[src/rtl/psdf_pkg.sv]
// Shared constants, codes and types of the plot segment discontinuity filter.
`default_nettype none

package psdf_pkg;

   localparam int unsigned COORD_W    = 32;
   localparam int unsigned FRAC_BITS  = 16;
   localparam int unsigned DIFF_W     = COORD_W + 1;
   localparam int unsigned LIMIT_W    = 32;
   localparam int unsigned SPLIT_BITS = 16;
   localparam int unsigned HI_W       = DIFF_W - SPLIT_BITS;
   localparam int unsigned LO_PROD_W  = LIMIT_W + SPLIT_BITS;
   localparam int unsigned HI_PROD_W  = LIMIT_W + HI_W;
   localparam int unsigned PROD_W     = LIMIT_W + DIFF_W;

   localparam int unsigned MODE_W     = 2;
   localparam int unsigned CSR_IDX_W  = 1;
   localparam int unsigned CSR_DATA_W = 32;

   localparam int unsigned Q_DEPTH    = 4;
   localparam int unsigned Q_PTR_W    = 2;
   localparam int unsigned Q_CNT_W    = 3;

   localparam logic [MODE_W-1:0] MODE_CARTESIAN = 2'd0;
   localparam logic [MODE_W-1:0] MODE_POLAR     = 2'd1;
   localparam logic [MODE_W-1:0] MODE_POINTS    = 2'd2;

   localparam logic [CSR_IDX_W-1:0] CSR_PLOT_MODE   = 1'd0;
   localparam logic [CSR_IDX_W-1:0] CSR_SLOPE_LIMIT = 1'd1;

   localparam logic [LIMIT_W-1:0] SLOPE_LIMIT_RESET = 32'd655360;

   // One classified point as handed from the front end to the back end.
   typedef struct packed {
      logic [COORD_W-1:0] cur_x;
      logic [COORD_W-1:0] cur_y;
      logic [COORD_W-1:0] prev_x;
      logic [COORD_W-1:0] prev_y;
      logic               cur_ok;
      logic               start;
      logic               both_ok;
      logic               neg;
      logic               flat;
   } psdf_entry_type;

   typedef struct packed {
      logic           push;
      psdf_entry_type entry;
   } psdf_push_type;

   typedef struct packed {
      logic           valid;
      logic           full;
      psdf_entry_type head;
   } psdf_qstat_type;

endpackage

`default_nettype wire

[src/rtl/psdf_front.sv]
// Front end: accepts points, keeps the previous point and classifies each segment's slope.
`default_nettype none

module psdf_front (
   input  wire logic                             clock,
   input  wire logic                             reset,
   input  wire logic                             req_valid,
   output logic                                  req_ready,
   input  wire logic signed [psdf_pkg::COORD_W-1:0] req_px,
   input  wire logic signed [psdf_pkg::COORD_W-1:0] req_py,
   input  wire logic                             req_py_ok,
   input  wire logic                             req_series_start,
   input  wire logic [psdf_pkg::LIMIT_W-1:0]     slope_limit,
   input  wire logic                             q_full,
   output psdf_pkg::psdf_push_type               push
);

   typedef struct packed {
      logic [psdf_pkg::COORD_W-1:0] cur_x;
      logic [psdf_pkg::COORD_W-1:0] cur_y;
      logic [psdf_pkg::COORD_W-1:0] prev_x;
      logic [psdf_pkg::COORD_W-1:0] prev_y;
      logic                         cur_ok;
      logic                         start;
      logic                         both_ok;
   } carry_type;

   logic [psdf_pkg::COORD_W-1:0] prev_x_ff;
   logic [psdf_pkg::COORD_W-1:0] prev_y_ff;
   logic                         prev_ok_ff;
   logic                         have_prev_ff;

   logic                                s1_v_ff;
   carry_type                           s1_c_ff;
   carry_type                           s1_c_in;
   logic signed [psdf_pkg::DIFF_W-1:0]  s1_dx_ff;
   logic signed [psdf_pkg::DIFF_W-1:0]  s1_dy_ff;
   logic signed [psdf_pkg::DIFF_W-1:0]  s1_dx_in;
   logic signed [psdf_pkg::DIFF_W-1:0]  s1_dy_in;

   logic                           s2_v_ff;
   carry_type                      s2_c_ff;
   logic [psdf_pkg::DIFF_W-1:0]    s2_adx_ff;
   logic [psdf_pkg::DIFF_W-1:0]    s2_ady_ff;
   logic                           s2_neg_ff;
   logic [psdf_pkg::DIFF_W-1:0]    s2_adx_in;
   logic [psdf_pkg::DIFF_W-1:0]    s2_ady_in;
   logic                           s2_neg_in;

   logic                           s3_v_ff;
   carry_type                      s3_c_ff;
   logic                           s3_neg_ff;
   logic                           s3_adx_nz_ff;
   logic [psdf_pkg::DIFF_W-1:0]    s3_ady_ff;
   logic [psdf_pkg::LO_PROD_W-1:0] s3_pp_lo_ff;
   logic [psdf_pkg::HI_PROD_W-1:0] s3_pp_hi_ff;
   logic [psdf_pkg::LO_PROD_W-1:0] s3_pp_lo_in;
   logic [psdf_pkg::HI_PROD_W-1:0] s3_pp_hi_in;

   logic [psdf_pkg::PROD_W-1:0]    prod;
   logic [psdf_pkg::PROD_W-1:0]    rise;
   logic                           flat;

   logic rdy1;
   logic rdy2;
   logic rdy3;
   logic accept;

   // Each stage moves on when it is empty or the stage after it moves.
   assign rdy3      = !s3_v_ff || !q_full;
   assign rdy2      = !s2_v_ff || rdy3;
   assign rdy1      = !s1_v_ff || rdy2;
   assign req_ready = rdy1;
   assign accept    = req_valid && rdy1;

   always_comb begin
      s1_c_in.cur_x   = req_px;
      s1_c_in.cur_y   = req_py;
      s1_c_in.prev_x  = prev_x_ff;
      s1_c_in.prev_y  = prev_y_ff;
      s1_c_in.cur_ok  = req_py_ok;
      s1_c_in.start   = req_series_start || !have_prev_ff;
      s1_c_in.both_ok = req_py_ok && prev_ok_ff;
      s1_dx_in = {req_px[psdf_pkg::COORD_W-1], req_px}
               - {prev_x_ff[psdf_pkg::COORD_W-1], prev_x_ff};
      s1_dy_in = {req_py[psdf_pkg::COORD_W-1], req_py}
               - {prev_y_ff[psdf_pkg::COORD_W-1], prev_y_ff};
   end

   always_comb begin
      s2_adx_in = s1_dx_ff[psdf_pkg::DIFF_W-1] ? -s1_dx_ff : s1_dx_ff;
      s2_ady_in = s1_dy_ff[psdf_pkg::DIFF_W-1] ? -s1_dy_ff : s1_dy_ff;
      s2_neg_in = s1_c_ff.both_ok &&
                  ((s1_dy_ff[psdf_pkg::DIFF_W-1] && !s1_dx_ff[psdf_pkg::DIFF_W-1]) ||
                   (!s1_dy_ff[psdf_pkg::DIFF_W-1] && (s1_dy_ff != '0) &&
                    s1_dx_ff[psdf_pkg::DIFF_W-1]));
   end

   // The limit times |dx| product is split into two narrower partial products.
   always_comb begin
      s3_pp_lo_in = psdf_pkg::LO_PROD_W'(slope_limit)
                  * psdf_pkg::LO_PROD_W'(s2_adx_ff[psdf_pkg::SPLIT_BITS-1:0]);
      s3_pp_hi_in = psdf_pkg::HI_PROD_W'(slope_limit)
                  * psdf_pkg::HI_PROD_W'(s2_adx_ff[psdf_pkg::DIFF_W-1:psdf_pkg::SPLIT_BITS]);
   end

   always_comb begin
      prod = psdf_pkg::PROD_W'(s3_pp_lo_ff)
           + (psdf_pkg::PROD_W'(s3_pp_hi_ff) << psdf_pkg::SPLIT_BITS);
      rise = psdf_pkg::PROD_W'(s3_ady_ff) << psdf_pkg::FRAC_BITS;
      flat = s3_adx_nz_ff && (rise <= prod);
      push.push          = s3_v_ff && !q_full;
      push.entry.cur_x   = s3_c_ff.cur_x;
      push.entry.cur_y   = s3_c_ff.cur_y;
      push.entry.prev_x  = s3_c_ff.prev_x;
      push.entry.prev_y  = s3_c_ff.prev_y;
      push.entry.cur_ok  = s3_c_ff.cur_ok;
      push.entry.start   = s3_c_ff.start;
      push.entry.both_ok = s3_c_ff.both_ok;
      push.entry.neg     = s3_neg_ff;
      push.entry.flat    = flat;
   end

   always_ff @(posedge clock) begin
      if (reset) begin
         prev_x_ff    <= '0;
         prev_y_ff    <= '0;
         prev_ok_ff   <= 1'b0;
         have_prev_ff <= 1'b0;
         s1_v_ff      <= 1'b0;
         s2_v_ff      <= 1'b0;
         s3_v_ff      <= 1'b0;
      end else begin
         if (accept) begin
            prev_x_ff    <= req_px;
            prev_y_ff    <= req_py;
            prev_ok_ff   <= req_py_ok;
            have_prev_ff <= 1'b1;
         end
         if (rdy1) begin
            s1_v_ff <= req_valid;
         end
         if (rdy2) begin
            s2_v_ff <= s1_v_ff;
         end
         if (rdy3) begin
            s3_v_ff <= s2_v_ff;
         end
      end
   end

   always_ff @(posedge clock) begin
      if (accept) begin
         s1_c_ff  <= s1_c_in;
         s1_dx_ff <= s1_dx_in;
         s1_dy_ff <= s1_dy_in;
      end
      if (rdy2 && s1_v_ff) begin
         s2_c_ff   <= s1_c_ff;
         s2_adx_ff <= s2_adx_in;
         s2_ady_ff <= s2_ady_in;
         s2_neg_ff <= s2_neg_in;
      end
      if (rdy3 && s2_v_ff) begin
         s3_c_ff      <= s2_c_ff;
         s3_neg_ff    <= s2_neg_ff;
         s3_adx_nz_ff <= (s2_adx_ff != '0);
         s3_ady_ff    <= s2_ady_ff;
         s3_pp_lo_ff  <= s3_pp_lo_in;
         s3_pp_hi_ff  <= s3_pp_hi_in;
      end
   end

endmodule

`default_nettype wire

[src/rtl/psdf_queue.sv]
// Short first-in first-out queue of classified points between front and back end.
`default_nettype none

module psdf_queue (
   input  wire logic                     clock,
   input  wire logic                     reset,
   input  wire psdf_pkg::psdf_push_type  push,
   input  wire logic                     pop,
   output psdf_pkg::psdf_qstat_type      stat
);

   psdf_pkg::psdf_entry_type        mem_ff [psdf_pkg::Q_DEPTH];
   logic [psdf_pkg::Q_PTR_W-1:0]    wr_ptr_ff;
   logic [psdf_pkg::Q_PTR_W-1:0]    rd_ptr_ff;
   logic [psdf_pkg::Q_CNT_W-1:0]    count_ff;
   logic                            do_push;
   logic                            do_pop;

   assign do_push = push.push && (count_ff != psdf_pkg::Q_CNT_W'(psdf_pkg::Q_DEPTH));
   assign do_pop  = pop && (count_ff != '0);

   always_comb begin
      stat.valid = (count_ff != '0);
      stat.full  = (count_ff == psdf_pkg::Q_CNT_W'(psdf_pkg::Q_DEPTH));
      stat.head  = mem_ff[rd_ptr_ff];
   end

   always_ff @(posedge clock) begin
      if (do_push) begin
         mem_ff[wr_ptr_ff] <= push.entry;
      end
   end

   always_ff @(posedge clock) begin
      if (reset) begin
         wr_ptr_ff <= '0;
         rd_ptr_ff <= '0;
         count_ff  <= '0;
      end else begin
         if (do_push) begin
            wr_ptr_ff <= wr_ptr_ff + 1'b1;
         end
         if (do_pop) begin
            rd_ptr_ff <= rd_ptr_ff + 1'b1;
         end
         if (do_push && !do_pop) begin
            count_ff <= count_ff + 1'b1;
         end else if (do_pop && !do_push) begin
            count_ff <= count_ff - 1'b1;
         end
      end
   end

endmodule

`default_nettype wire

[src/rtl/psdf_back.sv]
// Back end: steep-run state, segment and bridge generation, and the result register.
`default_nettype none

module psdf_back (
   input  wire logic                              clock,
   input  wire logic                              reset,
   input  wire logic [psdf_pkg::MODE_W-1:0]       plot_mode,
   input  wire psdf_pkg::psdf_qstat_type          qstat,
   output logic                                   pop,
   output logic                                   rsp_valid,
   input  wire logic                              rsp_ready,
   output logic signed [psdf_pkg::COORD_W-1:0]    rsp_ax,
   output logic signed [psdf_pkg::COORD_W-1:0]    rsp_ay,
   output logic signed [psdf_pkg::COORD_W-1:0]    rsp_bx,
   output logic signed [psdf_pkg::COORD_W-1:0]    rsp_by,
   output logic                                   rsp_is_point,
   output logic                                   rsp_last_of_item
);

   psdf_pkg::psdf_entry_type e;

   logic [psdf_pkg::COORD_W-1:0] skip_x_ff, skip_x_in;
   logic [psdf_pkg::COORD_W-1:0] skip_y_ff, skip_y_in;
   logic skipped_ff, skipped_in;
   logic bridge_done_ff, bridge_done_in;
   logic prev_neg_ff, prev_neg_in;
   logic phase_ff, phase_in;

   logic rsp_valid_ff, rsp_valid_in;
   logic [psdf_pkg::COORD_W-1:0] ax_ff, ay_ff, bx_ff, by_ff;
   logic [psdf_pkg::COORD_W-1:0] ax_in, ay_in, bx_in, by_in;
   logic is_point_ff, is_point_in;
   logic last_ff, last_in;

   logic emit_seg, emit_bridge, emit_pt;
   logic two, any, load_ok, out_load;

   assign e = qstat.head;

   // Next steep-run state for the point at the head of the queue.
   always_comb begin
      skip_x_in      = skip_x_ff;
      skip_y_in      = skip_y_ff;
      skipped_in     = skipped_ff;
      bridge_done_in = bridge_done_ff;
      prev_neg_in    = prev_neg_ff;
      emit_seg       = 1'b0;
      emit_bridge    = 1'b0;
      emit_pt        = 1'b0;
      priority if (plot_mode == psdf_pkg::MODE_POINTS) begin
         emit_pt = e.cur_ok;
      end else if (e.start) begin
         skipped_in     = 1'b0;
         bridge_done_in = 1'b0;
         prev_neg_in    = 1'b0;
         skip_x_in      = e.cur_x;
         skip_y_in      = e.cur_y;
      end else if (e.both_ok) begin
         priority if (e.flat || (plot_mode == psdf_pkg::MODE_POLAR)) begin
            emit_seg       = 1'b1;
            skipped_in     = 1'b0;
            bridge_done_in = 1'b0;
         end else if (skipped_ff && (prev_neg_ff == e.neg)) begin
            // Second steep segment of the same sign: draw it, bridge once per run.
            emit_seg = 1'b1;
            if (!bridge_done_ff) begin
               emit_bridge    = 1'b1;
               bridge_done_in = 1'b1;
            end
            skipped_in = 1'b1;
         end else begin
            skipped_in     = 1'b1;
            bridge_done_in = 1'b0;
            skip_x_in      = e.prev_x;
            skip_y_in      = e.prev_y;
         end
         prev_neg_in = e.neg;
      end else begin
         skipped_in     = 1'b0;
         bridge_done_in = 1'b0;
         prev_neg_in    = e.neg;
      end
   end

   // A point with a segment and a bridge takes two beats; the state moves on the last.
   always_comb begin
      two      = emit_seg && emit_bridge;
      any      = emit_seg || emit_pt;
      load_ok  = !rsp_valid_ff || rsp_ready;
      out_load = qstat.valid && any && load_ok;
      pop      = qstat.valid && (!any || (load_ok && (!two || phase_ff)));
      phase_in = (out_load && two) ? !phase_ff : phase_ff;

      if (out_load) begin
         rsp_valid_in = 1'b1;
      end else if (rsp_ready) begin
         rsp_valid_in = 1'b0;
      end else begin
         rsp_valid_in = rsp_valid_ff;
      end

      priority if (emit_pt) begin
         ax_in       = e.cur_x;
         ay_in       = e.cur_y;
         bx_in       = '0;
         by_in       = '0;
         is_point_in = 1'b1;
         last_in     = 1'b1;
      end else if (phase_ff) begin
         ax_in       = skip_x_ff;
         ay_in       = skip_y_ff;
         bx_in       = e.prev_x;
         by_in       = e.prev_y;
         is_point_in = 1'b0;
         last_in     = 1'b1;
      end else begin
         ax_in       = e.prev_x;
         ay_in       = e.prev_y;
         bx_in       = e.cur_x;
         by_in       = e.cur_y;
         is_point_in = 1'b0;
         last_in     = !two;
      end
   end

   always_ff @(posedge clock) begin
      if (reset) begin
         skip_x_ff      <= '0;
         skip_y_ff      <= '0;
         skipped_ff     <= 1'b0;
         bridge_done_ff <= 1'b0;
         prev_neg_ff    <= 1'b0;
         phase_ff       <= 1'b0;
         rsp_valid_ff   <= 1'b0;
      end else begin
         if (pop) begin
            skip_x_ff      <= skip_x_in;
            skip_y_ff      <= skip_y_in;
            skipped_ff     <= skipped_in;
            bridge_done_ff <= bridge_done_in;
            prev_neg_ff    <= prev_neg_in;
         end
         phase_ff     <= phase_in;
         rsp_valid_ff <= rsp_valid_in;
      end
   end

   always_ff @(posedge clock) begin
      if (out_load) begin
         ax_ff       <= ax_in;
         ay_ff       <= ay_in;
         bx_ff       <= bx_in;
         by_ff       <= by_in;
         is_point_ff <= is_point_in;
         last_ff     <= last_in;
      end
   end

   assign rsp_valid        = rsp_valid_ff;
   assign rsp_ax           = ax_ff;
   assign rsp_ay           = ay_ff;
   assign rsp_bx           = bx_ff;
   assign rsp_by           = by_ff;
   assign rsp_is_point     = is_point_ff;
   assign rsp_last_of_item = last_ff;

endmodule

`default_nettype wire

[src/rtl/plot_segment_discontinuity_filter.sv]
// Top level of the plot segment discontinuity filter: configuration registers and the two halves.
//
// Each accepted point beat yields zero, one or two result beats (segments, a bridge from
// the saved skip point, or single points), delivered in order with rsp_last_of_item
// marking the final result of a point. The front end takes one point per cycle while the queue
// is not full and spends three pipeline stages on the differences, absolute values and the
// split slope-limit product; a four-entry queue then feeds the back end, which produces one
// result per cycle while rsp_ready is high. The result register is the limit: a point that
// draws a segment plus a bridge holds the queue head until both results are loaded. A point's
// first result passes the three front-end stages, the queue and then the result register.
// Configuration writes take effect at once and are meant to be made while the block is idle.
`default_nettype none

module plot_segment_discontinuity_filter (
   input  wire logic                                clock,
   input  wire logic                                reset,
   input  wire logic                                req_valid,
   output logic                                     req_ready,
   input  wire logic signed [psdf_pkg::COORD_W-1:0] req_px,
   input  wire logic signed [psdf_pkg::COORD_W-1:0] req_py,
   input  wire logic                                req_py_ok,
   input  wire logic                                req_series_start,
   output logic                                     rsp_valid,
   input  wire logic                                rsp_ready,
   output logic signed [psdf_pkg::COORD_W-1:0]      rsp_ax,
   output logic signed [psdf_pkg::COORD_W-1:0]      rsp_ay,
   output logic signed [psdf_pkg::COORD_W-1:0]      rsp_bx,
   output logic signed [psdf_pkg::COORD_W-1:0]      rsp_by,
   output logic                                     rsp_is_point,
   output logic                                     rsp_last_of_item,
   input  wire logic                                csr_write_enable,
   input  wire logic [psdf_pkg::CSR_IDX_W-1:0]      csr_index,
   input  wire logic [psdf_pkg::CSR_DATA_W-1:0]     csr_data
);

   logic [psdf_pkg::MODE_W-1:0]  plot_mode_ff;
   logic [psdf_pkg::LIMIT_W-1:0] slope_limit_ff;

   psdf_pkg::psdf_push_type  push;
   psdf_pkg::psdf_qstat_type qstat;
   logic                     pop;

   always_ff @(posedge clock) begin
      if (reset) begin
         plot_mode_ff   <= psdf_pkg::MODE_CARTESIAN;
         slope_limit_ff <= psdf_pkg::SLOPE_LIMIT_RESET;
      end else if (csr_write_enable) begin
         unique case (csr_index)
            psdf_pkg::CSR_PLOT_MODE: begin
               plot_mode_ff <= csr_data[psdf_pkg::MODE_W-1:0];
            end
            psdf_pkg::CSR_SLOPE_LIMIT: begin
               slope_limit_ff <= csr_data[psdf_pkg::LIMIT_W-1:0];
            end
            default: begin
            end
         endcase
      end
   end

   psdf_front u_front (
      .clock            (clock),
      .reset            (reset),
      .req_valid        (req_valid),
      .req_ready        (req_ready),
      .req_px           (req_px),
      .req_py           (req_py),
      .req_py_ok        (req_py_ok),
      .req_series_start (req_series_start),
      .slope_limit      (slope_limit_ff),
      .q_full           (qstat.full),
      .push             (push)
   );

   psdf_queue u_queue (
      .clock (clock),
      .reset (reset),
      .push  (push),
      .pop   (pop),
      .stat  (qstat)
   );

   psdf_back u_back (
      .clock            (clock),
      .reset            (reset),
      .plot_mode        (plot_mode_ff),
      .qstat            (qstat),
      .pop              (pop),
      .rsp_valid        (rsp_valid),
      .rsp_ready        (rsp_ready),
      .rsp_ax           (rsp_ax),
      .rsp_ay           (rsp_ay),
      .rsp_bx           (rsp_bx),
      .rsp_by           (rsp_by),
      .rsp_is_point     (rsp_is_point),
      .rsp_last_of_item (rsp_last_of_item)
   );

endmodule

`default_nettype wire
[config.mk]
export PLATFORM = sky130hd
export DESIGN_NAME = plot_segment_discontinuity_filter
export DESIGN_NICKNAME = d
export VERILOG_FILES = /design/src/rtl/psdf_pkg.sv /design/src/rtl/psdf_front.sv /design/src/rtl/psdf_queue.sv /design/src/rtl/psdf_back.sv /design/src/rtl/plot_segment_discontinuity_filter.sv
export SDC_FILE = /design/constraint.sdc
export NUM_CORES = 2
export LEC_CHECK = 0
export ABC_CLOCK_PERIOD_IN_PS = 28100
export BUFFER_PORTS_ARGS = -buffer_cell sky130_fd_sc_hd__buf_4
export CORE_MARGIN = 2
export CORE_UTILIZATION = 63
export CTS_CLUSTER_DIAMETER = 150
export DETAILED_ROUTE_END_ITERATION = 16
export GPL_TIMING_DRIVEN = 0
export PLACE_DENSITY = 0.8
export SLEW_MARGIN = 20
export SYNTH_ARGS = -nofsm -noshare
export SYNTH_HDL_FRONTEND = slang
export SYNTH_HIERARCHICAL = 1
export SYNTH_SLANG_ARGS = --single-unit
[constraint.sdc]
create_clock -name clock -period 28.1 [get_ports clock]
set_input_delay 4.215 -clock clock [delete_from_list [all_inputs] [get_ports clock]]
set_output_delay 4.215 -clock clock [all_outputs]
set_load 0.05 [all_outputs]
# [After elaboration in Yosys (flattened, before gate mapping)]
# Memories as Yosys holds them, arrays and structs flattened. A register that Yosys moved wholly into a read port is not among the register bits.
# Index checks and enable logic that the tools add are counted.
[totals] inputBits=104 n_memories=1 output_inout_bits=132 reg_bits=967 word_cells=179 mem_bits_rw=532
[classes] magnitude_cmp=1 eq_ne=7 n_mux=44 n_bitwise=2 addsub=9 reduce_logical=55 mul=2
[memory_table] memory="u_queue.mem_ff" words=4 width=133 rd=1 rd_clocked_by_memory_dff=1 write_ports=1 line_no="psdf_queue.sv:12" source="psdf_pkg::psdf_entry_type mem_ff [psdf_pkg::Q_DEPTH];"
[ops] op="$mux W32" count=16
[ops] op="$neg A33 Y33" count=2
[ops] op="$reduce_bool A33 Y1" count=2
[ops] op="$sub A32 B32 Y33" count=2
[ops] op="$add A48 B65 Y65" count=1
[ops] op="$le A49 B65 Y1" count=1
[ops] op="$mul A32 B17 Y49" count=1
[ops] op="$mul A32 B16 Y48" count=1
[ops] op="$mux W1" count=24
[ops] op="$logic_and A1 B1 Y1" count=21
[ops] op="$logic_not A1 Y1" count=13
[ops] op="$logic_or A1 B1 Y1" count=10
[ops] op="$mux W3" count=2
[ops] op="$reduce_and A2 Y1" count=3
[ops] op="$reduce_bool A2 Y1" count=3
[ops] op="$reduce_and A5 Y1" count=1
[ops] op="$add A2 B1 Y2 const B" count=2
[ops] op="$mux W2" count=2
[ops] op="$ne A2 B1 Y1 const B" count=2
[ops] op="$add A3 B1 Y3 const B" count=1
[ops] op="$eq A3 B3 Y1 const B" count=1
[ops] op="$ne A3 B3 Y1 const B" count=1
[ops] op="$reduce_bool A3 Y1" count=1
[ops] op="$sub A3 B1 Y3 const B" count=1
[ops] op="other kinds (5)" count=6

# [Longest topological paths before layout]
[logic_depth] word_depth=17 mapped_depth=25 ltp_nobuf=24

# [By module]
# The synthesis kept the hierarchy.
[by_module_without_submodules] mod="psdf_front" seq_area_each_um2=21140.3 cells_per_inst=5979 area_each_um2=63055.5 instances=1
[by_module_without_submodules] mod="psdf_queue" seq_area_each_um2=16155.5 cells_per_inst=743 area_each_um2=19628.8 instances=1
[by_module_without_submodules] mod="psdf_back" seq_area_each_um2=5285.1 cells_per_inst=876 area_each_um2=9872.0 instances=1
[by_module_without_submodules] mod="plot_segment_discontinuity_filter" seq_area_each_um2=680.7 cells_per_inst=153 area_each_um2=1725.4 instances=1

# [Least setup slack after synthesis]
# Ideal clock, no wire load.
[synth_timing] path_kind="register to register" from="register u_queue/count_ff[0] in the netlist's numbering" to="register u_front.s3_c_ff, in the netlist u_front/push[100], enable pin" path_buffers=0 arrival_time_ns=19.495 setup_ns=1.288 setup_slack_ns=7.317 stages_incl_launch_ff=3 required_time_ns=26.812 period_less_slack_ns=20.783 cell_sequence="dfxtp_1 > nor3b_1 > a21boi_0"
[synth_rtl] item="start, declared" line_no="psdf_queue.sv:15" source="logic [psdf_pkg::Q_CNT_W-1:0] count_ff;"
[synth_rtl] item="start signal, assigned" line_no="psdf_queue.sv:47" source="count_ff <= count_ff + 1'b1;"
[synth_rtl] item="start signal, assigned" line_no="psdf_queue.sv:49" source="count_ff <= count_ff - 1'b1;"
[synth_rtl] item="end signal, assigned" line_no="psdf_front.sv:165" source="s3_c_ff <= s2_c_ff;"
[synth_rtl] item="end, declared" line_no="psdf_front.sv:51" source="carry_type s3_c_ff;"

# [Worst setup path after layout]
[layout_timing] from="register u_front/s2_adx_ff[24] in the netlist's numbering" to="register u_front/s3_pp_hi_ff[44] in the netlist's numbering, data pin"
[layout_via] elab_chain_len=1
[layout_rtl] item="start, declared" line_no="psdf_front.sv:43" source="logic [psdf_pkg::DIFF_W-1:0] s2_adx_ff;"
[layout_rtl] item="start signal, assigned" line_no="psdf_front.sv:160" source="s2_adx_ff <= s2_adx_in;"
[layout_rtl] item="$mul A32 B17 Y49" line_no="psdf_front.sv:104" source="* psdf_pkg::HI_PROD_W'(s2_adx_ff[psdf_pkg::DIFF_W-1:psdf_pkg::SPLIT_BITS]);"
[layout_rtl] item="via u_front.s3_pp_hi_in (one bit)" line_no="psdf_front.sv:58" source="logic [psdf_pkg::HI_PROD_W-1:0] s3_pp_hi_in;"
[layout_rtl] item="end signal, assigned" line_no="psdf_front.sv:170" source="s3_pp_hi_ff <= s3_pp_hi_in;"
[layout_rtl] item="end, declared" line_no="psdf_front.sv:56" source="logic [psdf_pkg::HI_PROD_W-1:0] s3_pp_hi_ff;"
# The timed path passes the listed nets, and every way through them passes these cells.
# A chain may end at the register's enable or synchronous reset.

==> impl_metrics.csv <==
group,metric,value,unit
timing,rsz0062_at_grt,"no",
global_routing,grt_pass1_vias,64500,
floorplanning,ios,236,
timing,slew_violations,0,
run,max-cap-violations,0,
final_layout,fin_area,104300,sq um
clocking,postCtsResizedCells,0,
placed_design,place_area,99400,sq um
worst_setup_path,end_kind,"register",
detailed_routing,wl_per_cell,26.38,microns
clocking,cts_tree,"yes",
clocking,numCtsBuffers,145,
worst_setup_path,worstPathMaxFanout,10,
final_layout,finalNonFillerCells,10240,
detailed_routing,drtAntennaViolNets,0,
floorplanning,core_area,148200,sq um
pwr,swShare,0.3817,
synthesis,yosysWarningCount,6,
worst_setup_path,rr_startpoint,"u_front/s2_adx_ff[24]",
synthesis,async_flop_share,0,
floorplanning,die_w,390.9,microns
final_layout,fill_cells,9906,
hold_path,hold_path_class,"register to register",
worst_setup_path,critPathKind,"register to register",
placed_design,place_ws,19.30,ns
synthesis,netlist_instances,7751,
global_routing,grt_pass1_wl,400.9,mm
hold_path,hold_start,"u_front/s1_c_ff[46]",
floorplanning,start_util,0.6362,
synthesis,synth_area_per_cell,12.16,sq um
synthesis,synthTopCellsByArea,"edfxtp_1, fa_1, ha_1",
global_routing,grt_util_all_layers,0.3589,
final_layout,fin_util,0.7038,
final_layout,final_cell_mix,"edfxtp_1, inv_1, nand2_1",
timing,fin_skew,0.05648,ns
synthesis,yosys.area.top_type,"edfxtp_1",
clocking,clkLatencyLatePin,0.79,ns
floorplanning,die_area,152800,sq um
pwr,max-vdd-ir-drop,0.1644,mV
floorplanning,die_height,390.9,microns
synthesis,yosysUniqueCellTypes,90,
hold_path,holdPathStages,0,
worst_setup_path,rr_endpoint,"u_front/s3_pp_hi_ff[44]",
pwr,p_int,0.004891,W
timing,setup_viol,0,
detailed_routing,num_vias,63200,
worst_setup_path,rr_worst_depth,23,
detailed_routing,wl,270.0,mm
clocking,clockBufferDepth,3,
global_routing,overflow,0,
synthesis,synth_top_area_frac,0.4204,
placed_design,dp_hpwl,201.1,mm
clocking,cts_root_buf,"clkbuf_16",
clocking,clk_pin_slew_worst_paths,0.07,ns
worst_setup_path,worstPathRequired,28.58,ns
floorplanning,num_rows,141,
timing,fin_crit,9.116,ns
pwr,seq_power_share,0.356,
global_routing,antenna_found_initial,24,
synthesis,ys_ff_latch,1501,
clocking,cts_sinks,1501,
placed_design,place_inst,9953,
final_layout,nets,9525,
final_layout,syn_to_final_growth,10.62,%
clocking,ctsHoldBuffers,0,
clocking,htree_levels,4,
clocking,post_cts_buffers,0,
pwr,leakage,41.71,nW
final_layout,multiInputGateArea,45290,sq um
timing,fin_ws,18.98,ns
timing,hold_viol,0,
synthesis,synth_edf_count,1320,
worst_setup_path,rrSetupSlack,18.98,ns
global_routing,grt_max_degree,56,
final_layout,mostFrequentLayoutCell,"edfxtp_1",
synthesis,synth_area,94280,sq um
detailed_routing,drt_iter0_markers,6815,
synthesis,synth_top_flop_cell,"edfxtp_1",
timing,slew_headroom,0.1706,
placed_design,place.gp.congestion,1.018,
pwr,clockPowerShare,0.247,
timing,fin_crit_sh,0.3244,
synthesis,yosysSeqAreaShare,0.4589,
placed_design,numPortBuffers,233,
status,status,"complete, no violations",
timing,fmax,0.1097,GHz
worst_setup_path,cp.arrival,9.60,ns
final_layout,drive_gt1_frac,0.09660,
pwr,pwr_density_cell,75.85,nW/um^2
pwr,power,0.007910,W
hold_path,whs_endpoint,"u_front/s2_c_ff[46]",
final_layout,seqCellArea,43260,sq um
detailed_routing,vias_per_cell,6.175,
pwr,switchingPower,0.003019,W
worst_setup_path,worstSetupStartpointType,"register",
detailed_routing,post-route-drc-count,0,
pwr,power_frac_comb,0.396,
detailed_routing,first_pass_iters,6,
synthesis,synthesis.nets,9106,
timing,tightest_slew,1.244,ns
-- routing by layer --
| layer | vias up | global-route usage | routed length (microns) |
|---|---|---|---|
| met3 | 808 | 0.06435 | 24870 |
| met5 | - | 0 | 90 |
| met2 | 3646 | 0.5716 | 127500 |
| met4 | 14 | 0.2128 | 18690 |
| met1 | 31990 | 0.4653 | 98810 |
| li1 | 26740 | - | - |
-- registers in the layout, indices dropped and copies added (netlist names), 3 cells and up, named ones only --
| register | cells |
|---|---|
| u_front/s1_dy_ff | 33 |
| u_back/rsp_ay | 32 |
| u_front/s1_c_ff | 131 |
| u_queue/count_ff | 3 |
| u_front/s1_dx_ff | 33 |
| u_front/s2_c_ff | 131 |
| u_front/push | 131 |
| u_back/rsp_by | 32 |
| u_front/prev_y_ff | 32 |
| u_front/prev_x_ff | 32 |
| u_back/skip_x_ff | 32 |
| u_back/skip_y_ff | 32 |
| u_queue/mem_ff | 532 |
| u_front/s2_ady_ff | 33 |
| u_back/rsp_ax | 32 |
| u_front/s2_adx_ff | 33 |
| u_front/s3_pp_lo_ff | 48 |
| u_back/rsp_bx | 32 |
| u_front/s3_pp_hi_ff | 49 |
| u_front/s3_ady_ff | 33 |
| slope_limit_ff | 32 |
-- kinds of logic after synthesis --
family,count (synthesis),synth area share
mux,403,0.06128
fa+ha+maj,1251,0.2354
buf+inv,1467,0.06135
xor+xnor,226,0.02099
simple gates,2068,0.1056
compound gates,835,0.05653
flops,1501,0.4589
-- cell usage after synthesis (9+ instances only) --
master and instances:
a211o_1 9, a211oi_1 21, a21bo_1 10, a21bo_2 18
a21boi_0 10, a21o_1 105, a21oi_1 270, a21oi_2 20
a31oi_1 17, and2_1 445, and3_1 21, buf_1 12
buf_2 20, buf_6 17, clkbuf_1 296, dfxtp_1 181
edfxtp_1 1320, fa_1 871, ha_1 380, inv_1 1107
mux2_1 40, mux2_2 24, mux2i_1 206, mux4_2 133
nand2_1 981, nand2b_1 45, nand3_1 55, nand3_2 20
nand4_1 33, nor2_1 234, nor2b_1 72, nor3_1 45
nor4_1 19, o211ai_1 18, o21a_1 22, o21ai_0 188
o21bai_1 20, o31ai_1 33, or2_2 10, or3_1 37
or4_1 14, xnor2_1 161, xor2_1 65
-- power groups by stage --
stage	Clock, W	Combinational (W)	Sequential (W)
CTS	0.00197	0.00310	0.00281
global placement	0	0.00297	0.00288
detailed placement	0	0.00306	0.00285
global route	0.00206	0.00338	0.00283
finish	0.00196	0.00314	0.00282
floorplan	0	0.00192	0.00295
-- worst max-delay path by stage --
stage / start / end / slack, ns / depth (start not counted)
after floorplan: u_queue/count_ff[0] / u_front/push[100] / 7.32 / 2
after global placement: u_queue/count_ff[0] / u_front/s3_pp_hi_ff[46] / -2.72 / 2
after detailed placement: slope_limit_ff[11] / u_front/s3_pp_hi_ff[44] / 19.30 / 22
after CTS: slope_limit_ff[11] / u_front/s3_pp_hi_ff[44] / 19.27 / 22
after global routing: u_front/s2_adx_ff[22] / u_front/s3_pp_hi_ff[44] / 18.90 / 23
final: u_front/s2_adx_ff[24] / u_front/s3_pp_hi_ff[44] / 18.98 / 23
-- stage by stage --
step	hold slack [ns]	setup TNS, ns
6_report	0.3743	0
5_1_grt	0.3921	0
4_1_cts	0.3794	0
3_5_place_dp	0.4045	0
3_3_place_gp	0.4007	-700.60
2_1_floorplan	0.4003	0
-- critical path, cell delays in order, from the launching register on --
cell and delay [ns]:
edfxtp_1 0.65, clkbuf_1 0.68, nand2_1 0.17, fa_1 0.58, inv_1 0.06, fa_1 0.49, inv_1 0.06, fa_1 0.54
inv_1 0.05, fa_1 0.48, fa_1 0.53, inv_1 0.06, fa_1 0.48, inv_1 0.05, ha_1 0.49, and3_1 0.20
a31oi_1 0.27, a21oi_1 0.64, o211ai_1 0.36, a211oi_1 0.49, nor3_1 0.13, nor3_1 0.48, a21boi_0 0.21, xnor2_1 0.65
-- final cells by class --
type / instances / share of cell area
Sequential cell: 1501 / 0.4148
Antenna cell: 13 / 0.0003119
Clock buffer: 196 / 0.03826
Timing Repair Buffer: 272 / 0.02546
Multi-Input combinational cell: 4783 / 0.4343
Inverter: 1108 / 0.03988
Clock inverter: 73 / 0.008230
Buffer: 359 / 0.01563
Tap cell: 1930 / 0.02315
No activity file was read; power rests on OpenSTA's default activity.
